==> config.mk <==
export PLATFORM = sky130hd
export DESIGN_NAME = pcs_seq
export DESIGN_NICKNAME = d
export VERILOG_FILES = /design/src/rtl/pcs_pkg.sv /design/src/rtl/pcs_seq.sv
export VERILOG_INCLUDE_DIRS = /design/src /design/src/rtl
export SDC_FILE = /design/constraint.sdc
export NUM_CORES = 1
export LEC_CHECK = 0
export BUFFER_PORTS_ARGS = -buffer_cell sky130_fd_sc_hd__buf_2
export CAP_MARGIN = 20
export CORE_MARGIN = 10
export CORE_UTILIZATION = 36
export CTS_BUF_LIST = sky130_fd_sc_hd__clkbuf_8
export DETAILED_ROUTE_END_ITERATION = 6
export PLACE_DENSITY = 0.64
export REMOVE_ABC_BUFFERS = 1
export SYNTH_ARGS = -nofsm -noshare
export SYNTH_HDL_FRONTEND = slang
export SYNTH_SLANG_ARGS = --single-unit
==> constraint.sdc <==
create_clock -name clk -period 14.13 [get_ports clk]
set_clock_uncertainty 0.05 [all_clocks]
set_input_delay 2.1195 -clock clk [delete_from_list [all_inputs] [get_ports clk]]
set_output_delay 2.1195 -clock clk [all_outputs]
set_load 0.01 [all_outputs]
==> src/rtl/assert_macros.svh <==
// ---------------------------------------------------------------------------
// assert_macros
// clocked assertion helpers shared by the sieve rtl
// ---------------------------------------------------------------------------
`ifndef ASSERT_MACROS_SVH
`define ASSERT_MACROS_SVH

// property must hold at every edge outside reset
`define PCS_ASSERT(lbl, prop, msg) \
  lbl: assert property (@(posedge clk) disable iff (!rst_n) prop) else $error(msg);

// expression must never be true outside reset
`define PCS_NEVER(lbl, expr, msg) \
  lbl: assert property (@(posedge clk) disable iff (!rst_n) !(expr)) else $error(msg);

`endif

==> src/rtl/pcs_pkg.sv <==
// ---------------------------------------------------------------------------
// pcs_pkg
// shared widths and result type of the prime count sieve
// ---------------------------------------------------------------------------
package pcs_pkg;

  localparam int N_W         = 13;  // limit field width
  localparam int CNT_W       = 10;  // prime count field width
  localparam int IN_TDATA_W  = 16;
  localparam int OUT_TDATA_W = 16;

  typedef struct packed {
    logic [CNT_W-1:0] prime_count;
    logic             out_of_range;
  } result_t;

endpackage

==> src/rtl/pcs_seq.sv <==
// ---------------------------------------------------------------------------
// pcs_seq
// sieve sequencer: init pass, odd-multiple marking, count pass
// ---------------------------------------------------------------------------
`include "assert_macros.svh"

module pcs_seq import pcs_pkg::*; #(
  parameter int MAX_N = 4096,
  parameter int AW    = 13
) (
  input  logic           clk,
  input  logic           rst_n,
  input  logic           start_i,
  input  logic [N_W-1:0] n_i,
  output logic           idle_o,
  output logic           res_vld_o,
  input  logic           res_take_i,
  output result_t        res_o,
  output logic           mem_we_o,
  output logic [AW-1:0]  mem_waddr_o,
  output logic           mem_wdata_o,
  output logic           mem_re_o,
  output logic [AW-1:0]  mem_raddr_o,
  input  logic           mem_rdata_i
);

  localparam int CW = AW + 1;
  localparam int SW = 2 * CW;

  typedef enum logic [2:0] {
    S_IDLE,
    S_INIT,
    S_MARK_I,
    S_MARK_J,
    S_COUNT,
    S_RESULT
  } state_t;

  state_t           state_r, state_nxt;
  logic [CW-1:0]    lim_r, lim_nxt;
  logic [CW-1:0]    i_r, i_nxt;
  logic [CW-1:0]    j_r, j_nxt;
  logic [SW-1:0]    sq_r, sq_nxt;
  logic [CNT_W-1:0] cnt_r, cnt_nxt;
  logic             oor_r, oor_nxt;
  logic             pend_r, pend_nxt;
  logic [CW-1:0]    j_sum;
  logic             n_over;

  assign n_over = 32'(n_i) > 32'(MAX_N);
  assign j_sum  = j_r + i_r;

  always_comb begin
    state_nxt   = state_r;
    lim_nxt     = lim_r;
    i_nxt       = i_r;
    j_nxt       = j_r;
    sq_nxt      = sq_r;
    cnt_nxt     = cnt_r;
    oor_nxt     = oor_r;
    pend_nxt    = pend_r;
    mem_we_o    = 1'b0;
    mem_waddr_o = i_r[AW-1:0];
    mem_wdata_o = 1'b0;
    mem_re_o    = 1'b0;
    mem_raddr_o = i_r[AW-1:0];

    unique case (state_r)
      S_IDLE: begin
        if (start_i) begin
          cnt_nxt   = '0;
          oor_nxt   = n_over;
          lim_nxt   = CW'(n_i);
          i_nxt     = '0;
          state_nxt = n_over ? S_RESULT : S_INIT;
        end
      end
      S_INIT: begin
        // 0 and 1 excluded, even numbers from 4 marked, rest cleared
        mem_we_o    = 1'b1;
        mem_wdata_o = (i_r < CW'(2)) || (!i_r[0] && (i_r >= CW'(4)));
        if (i_r == lim_r) begin
          i_nxt     = CW'(3);
          sq_nxt    = SW'(9);
          state_nxt = S_MARK_I;
        end else begin
          i_nxt = i_r + CW'(1);
        end
      end
      S_MARK_I: begin
        if (sq_r > SW'(lim_r)) begin
          i_nxt     = CW'(2);
          pend_nxt  = 1'b0;
          state_nxt = S_COUNT;
        end else begin
          j_nxt     = sq_r[CW-1:0];
          state_nxt = S_MARK_J;
        end
      end
      S_MARK_J: begin
        mem_we_o    = 1'b1;
        mem_waddr_o = j_r[AW-1:0];
        mem_wdata_o = 1'b1;
        if (j_sum > lim_r) begin
          // (i+2)^2 = i^2 + 4i + 4
          sq_nxt    = sq_r + (SW'(i_r) << 2) + SW'(4);
          i_nxt     = i_r + CW'(2);
          state_nxt = S_MARK_I;
        end else begin
          j_nxt = j_sum;
        end
      end
      S_COUNT: begin
        if (i_r <= lim_r) begin
          mem_re_o = 1'b1;
          i_nxt    = i_r + CW'(1);
          pend_nxt = 1'b1;
        end else begin
          pend_nxt = 1'b0;
          if (!pend_r) begin
            state_nxt = S_RESULT;
          end
        end
        // read data is registered and arrives in the cycle after its address
        if (pend_r && !mem_rdata_i) begin
          cnt_nxt = cnt_r + CNT_W'(1);
        end
      end
      S_RESULT: begin
        if (res_take_i) begin
          state_nxt = S_IDLE;
        end
      end
      default: begin
        state_nxt = S_IDLE;
      end
    endcase
  end

  always_ff @(posedge clk) begin
    if (!rst_n) begin
      state_r <= S_IDLE;
      pend_r  <= 1'b0;
    end else begin
      state_r <= state_nxt;
      pend_r  <= pend_nxt;
    end
    lim_r <= lim_nxt;
    i_r   <= i_nxt;
    j_r   <= j_nxt;
    sq_r  <= sq_nxt;
    cnt_r <= cnt_nxt;
    oor_r <= oor_nxt;
  end

  assign idle_o             = (state_r == S_IDLE);
  assign res_vld_o          = (state_r == S_RESULT);
  assign res_o.prime_count  = cnt_r;
  assign res_o.out_of_range = oor_r;

  `PCS_ASSERT(a_wr_in_limit, mem_we_o |-> ({1'b0, mem_waddr_o} <= lim_r), "map write past limit")
  `PCS_ASSERT(a_rd_in_count, mem_re_o |-> (state_r == S_COUNT) && (mem_raddr_o >= AW'(2)), "bad map read")
  `PCS_ASSERT(a_oor_no_count, res_vld_o && oor_r |-> (cnt_r == '0), "count on out-of-range limit")
  `PCS_NEVER(a_pend_outside, pend_r && (state_r != S_COUNT), "read pending outside count pass")

endmodule

# After elaboration in Yosys (flattened, before gate mapping)
# Cells that the tools add are included.
word_totals:
  reg_bits: 84
  latch_bits: 0
  mem_bits_rw: 0
  mem_bits_ro: 0
  input_bits: 18
  wordCells: 87
  memories: 0
op_classes:
  addsub: 6
  n_mul: 0
  div: 0
  n_lt_le_gt_ge: 6
  n_eq_ne: 17
  shifts: 0
  n_mux: 31
  bitwise_logic: 0
  n_reduce_logical: 19
ops:
  columns: ["op", "n"]
  rows:
  - ["14-bit 2-to-1 mux", 7]
  - ["14-bit case mux with 5 select lines", 1]
  - ["28-bit 2-to-1 mux", 2]
  - ["28-bit case mux with 2 select lines", 1]
  - ["28-bit by 16-bit adder with 28-bit output", 1]
  - ["28-bit by 3-bit adder with 28-bit output, second input constant", 1]
  - ["28-bit by 13-bit greater-than comparator with 1-bit output", 1]
  - ["14-bit case mux with 2 select lines", 1]
  - ["3-bit 2-to-1 mux", 8]
  - ["10-bit 2-to-1 mux", 2]
  - ["2-bit != test, second input constant", 10]
  - ["10-bit case mux with 2 select lines", 1]
  - ["3-bit case mux with 6 select lines", 1]
  - ["14-bit by 1-bit adder with 14-bit output, second input constant", 1]
  - ["14-bit adder", 1]
  - ["14-bit by 2-bit adder with 14-bit output, second input constant", 1]
  - ["14-bit by 13-bit equality test with 1-bit output", 1]
  - ["14-bit by 3-bit >= comparator with 1-bit output, second input constant", 1]
  - ["14-bit by 13-bit greater-than comparator with 1-bit output", 1]
  - ["14-bit by 13-bit <= comparator with 1-bit output", 1]
  - ["14-bit by 2-bit < comparator with 1-bit output, second input constant", 1]
  - ["13-bit greater-than comparator, second input constant", 1]
  - ["13-bit 2-to-1 mux", 1]
  - ["10-bit by 1-bit adder with 10-bit output, second input constant", 1]
  - ["other kinds (17)", 31]

# Depth between registers and ports, before layout
depth:
  depth_word: 4
  depth_mapped: 17
  ltp_nobuf: 17

# Worst setup path after synthesis
# No wires, ideal clock.
synth_timing:
  path_type: "register to register"
  start: "register i_r[1]"
  end: "register sq_r[10], enable pin"
  arrival_ns: 4.208
  setup_slack_ns: 9.463
  path_stages_with_launch: 16
  n_path_buf: 1
  synth_period_minus_slack_ns: 4.667
  path_cell_list: "edfxtp_1 > clkbuf_1 > inv_1 > fa_1 > nor2b_1 > o31ai_1 > a21oi_1 > a41o_1 > nor2_1 > xnor2_1 > ha_1 > nand4_1 > o311ai_0 > o211ai_1 > and3_1 > nor2_1"
synth_via:
  elab_chain_cells: 4
synth_lines:
  columns: ["element", "line_no", "rtl"]
  rows:
  - ["start, declared", "pcs_seq.sv:41", "logic [CW-1:0] i_r, i_nxt;"]
  - ["start signal, assigned", "pcs_seq.sv:149", "i_r <= i_nxt;"]
  - ["14-bit adder", "pcs_seq.sv:51", "assign j_sum = j_r + i_r;"]
  - ["14-bit by 13-bit greater-than comparator with 1-bit output", "pcs_seq.sv:104", "if (j_sum > lim_r) begin"]
  - ["2-bit != test (no source line)", null, null]
  - ["3-bit AND reduction (no source line) *", null, null]
  - ["end signal, assigned", "pcs_seq.sv:151", "sq_r <= sq_nxt;"]
  - ["end, declared", "pcs_seq.sv:43", "logic [SW-1:0] sq_r, sq_nxt;"]
# Every way passes the cells marked *; elsewhere a longest branch is shown, timed or not.
# A chain may end at the register's enable or synchronous reset.

# Worst setup path after layout
layout_timing:
  start: "register i_r[11]"
  end: "output port mem_re_o"
layout_via:
  elab_chain_cells: 3
layout_lines:
  columns: ["element", "line_no", "rtl"]
  rows:
  - ["14-bit by 13-bit <= comparator with 1-bit output", "pcs_seq.sv:114", "if (i_r <= lim_r) begin"]
  - ["1-bit 2-to-1 mux", "pcs_seq.sv:114", null]
  - ["1-bit 2-to-1 mux", "pcs_seq.sv:68", "unique case (state_r)"]
  - ["end, declared", "pcs_seq.sv:22", "output logic mem_re_o,"]
# No other way between the ends.

==> results by group <==
CTS
  • Sink Count: 82
  • Hold Buf Count CTS: 0
  • Post-CTS Setup Bufs: 0
  • Clk_lat worst skew: between 0.3 and 0.4 ns
  • CTS clock-pin slew for the worst setup and hold paths: ~0.090 ns
  • Clock Path Buffers: 2
  • CTS Buf Count: 9
  • Root Buffer: clkbuf_8
  • # H-tree levels: 3
  • CTS tree: done
  • CTS resizes: 0

Power
  • P per Cell Area: 213 mW/mm^2
  • Gate power share: ~56%
  • Seq pwr share: between 30% and 40%
  • Pint: 816 uW
  • Clock power share: between 10% and 20%
  • Leakage Power: ~0.003 uW
  • Worst VDD drop: just over 0.00006 V
  • Switching share of power: 46.6%
  • P_sw: 712 uW

Place
  • Placed cell area: roughly 0.0069 mm^2
  • GPL Wtd Cong: approximately 0.90
  • Dpl cells: 958
  • Port buffer count: between 50 and 60
  • Detail Placement HPWL: ~13000 um

Routing
  • Final antenna-violating net count: 0
  • Starting DRC count in detailed routing: between 400 and 500
  • DR pass1 iterations: 5
  • Via-to-Cell Ratio: 5.42
  • DR WL/cell: 17.3 um
  • WL final: 16800 um
  • # DRC: 0
  • Vias post-DR: around 5300

Global route
  • Initial antenna violation count: 0
  • Number of global-route vias before repair: 5160
  • GRT Residual Overflow: 0
  • Largest net degree at the start of global routing: between 50 and 60
  • Total GRT Usage: between 10 and 15%
  • First-pass GRT wire length: between 20000 and 30000 um

Final layout
  • Synth-to-layout area growth: 10.3%
  • Most frequent cells in the layout: nand2_1 (86), ha_1 (82), edfxtp_1 (78)
  • Final net count: 843
  • Inserted Diodes: 0
  • Util after Layout: 40.2%
  • Fill cells: 1789
  • Finished Cell Area: about 0.0072 mm^2
  • Most common cell after layout, fill and taps aside: nand2_1
  • Cell Count, Final, Fillers Out: slightly below 1000
  • Area of the multi-input gates: 0.00377 mm^2
  • FF+latch area: 0.00242 mm^2
  • Layout cell share with drive strength beyond 1: 13.0%

Die
  • Initial Util: between 30% and 40%
  • I/O pins: 60
  • Die area: 0.0238 mm^2
  • Chip Height: between 150 and 200 um
  • Cell Rows: 49
  • Core area: approximately 0.018 mm^2
  • Die Wd: around 150 um

Logic synthesis
  • #FFs+latches synth: 82
  • Seq/Total Area, Yosys: 37.2%
  • Primary FF master, synth: edfxtp_1
  • Gate Count Post-Synth: 701
  • Share of flip-flops with an asynchronous set or reset: 0%
  • Post-Syn Area per Cell: approximately 9.3 um^2
  • EDFF count, synth: just under 80
  • Mapped Area: 0.00650 mm^2
  • YS warnings: 0
  • Synth unique cells: 70

Worst setup path
  • Required time of the critical path: 11.96 ns
  • CP endpoint kind: primary output
  • CP Class: flip-flop to primary output
  • Worst path arrival time: around 3.1 ns
  • Worst-path fanout max: 9
  • Setup crit start kind: flip-flop

Timing
  • Fmax: 0.191 GHz
  • Hold_ws: 0.530 ns
  • TNS Setup: 0 ns
  • Final Hold Vio Count: 0
  • Slew @ Worst Pin: roughly 1 ns
  • # setup viols final: 0
  • Slew headroom: 31.3%
  • Slew Limit Fails: 0
  • Period utilisation layout: between 30% and 40%
  • RSZ-0062 raised after global routing: false
  • Fin crit period: approximately 5.2 ns

Min path
  • Worst min path class: flip-flop to flip-flop

Run status
  • Outcome: completed

Flow run
  • Maxcap violations: 0
-- registers in the layout, summed over array words and instances, names as in the netlist --
| name | cells |
|---|---|
| cnt_r | 10 |
| i_r | 14 |
| pend_r | 1 |
| state_r | 3 |
| sq_r | 26 |
| oor_r | 1 |
| j_r | 14 |
| lim_r | 13 |
-- power by group through the flow --
| stage | Combinational (uW) | Clock [uW] | Sequential (uW) |
|---|---|---|---|
| after floorplan | 626 | 0 | 431 |
| after global placement | 851 | 0 | 459 |
| after detailed placement | 856 | 0 | 463 |
| after CTS | 860 | 214 | 458 |
| after global routing | 978 | 224 | 470 |
| final | 860 | 207 | 460 |
-- synth_stat cells (3+ instances only) --
library cell | n | area, um^2
and2_1 | 6 | 37.5
o211ai_1 | 5 | 37.5
o21ai_1 | 19 | 95.1
a211oi_1 | 10 | 75.1
nand2b_1 | 6 | 37.5
or3_1 | 6 | 37.5
o21ai_0 | 25 | 125
o21bai_1 | 4 | 30.0
nor3_1 | 10 | 50.1
buf_2 | 4 | 20.0
o31ai_1 | 3 | 22.5
edfxtp_1 | 78 | 2340
nand2_1 | 87 | 327
buf_4 | 14 | 105
a41oi_1 | 3 | 26.3
nand4_1 | 10 | 62.6
a31oi_1 | 8 | 50.1
o22ai_1 | 6 | 37.5
clkbuf_1 | 14 | 52.6
nor4_1 | 9 | 56.3
dfxtp_1 | 4 | 80.1
nor2b_1 | 8 | 50.1
ha_1 | 82 | 1030
a21oi_1 | 46 | 230
xnor2_1 | 15 | 131
and4_1 | 3 | 26.3
a21o_1 | 10 | 75.1
nor2_1 | 62 | 233
and3_1 | 14 | 87.6
xor2_1 | 23 | 201
o21a_1 | 5 | 37.5
inv_1 | 34 | 128
nand3_1 | 21 | 105
mux2_2 | 3 | 33.8
-- area by class of cell --
cell class	count	share of cell area (%)
multi-input cells	550	52.6
flip-flops and latches	82	33.8
clock buffers	9	1.73
well taps	229	3.99
clock inverters	7	1.53
repair buffers	63	4.54
inverters	35	1.83
-- metrics by stage --
stage	setup slack, ns	power (uW)
4_1_cts	8.83	1530
5_1_grt	8.72	1670
6_report	8.88	1530
3_3_place_gp	9.14	1310
3_5_place_dp	8.99	1320
2_1_floorplan	9.51	1060
-- worst max-delay path, cell delays in order (launching register included) --
cell	delay [ns]
edfxtp_1	0.60
ha_1	0.40
nand3_1	0.17
inv_1	0.06
a2111oi_0	0.90
a21o_1	0.23
and2b_1	0.19
buf_2	0.16
-- final timing paths --
kind / to / cells past startpoint / slack, ns / startpoint
worst max register to register: i_r[8] / 15 / 9.29 / i_r[1]
worst min register to register: pend_r / 2 / 0.53 / pend_r
worst min-delay path: pend_r / 2 / 0.53 / pend_r
worst max-delay path: mem_re_o / 7 / 8.88 / i_r[11]
-- metal layers --
layer	up-vias	global-route usage [%]	routed length, um
met5	-	0	0
met4	0	5.35	302
met3	22	1.97	761
met2	143	21.9	7660
met1	2465	19.3	8100
li1	2656	-	-
-- cell families after synthesis --
group           after synthesis  share of synthesized area, %
flops                        82                          37.2
fa+ha+maj                    84                          16.4
buf+inv                      69                          4.87
simple gates                256                          18.8
xor+xnor                     38                          5.12
mux                           4                         0.750
compound gates              168                          16.8
Power figures use the tool's default switching activity.
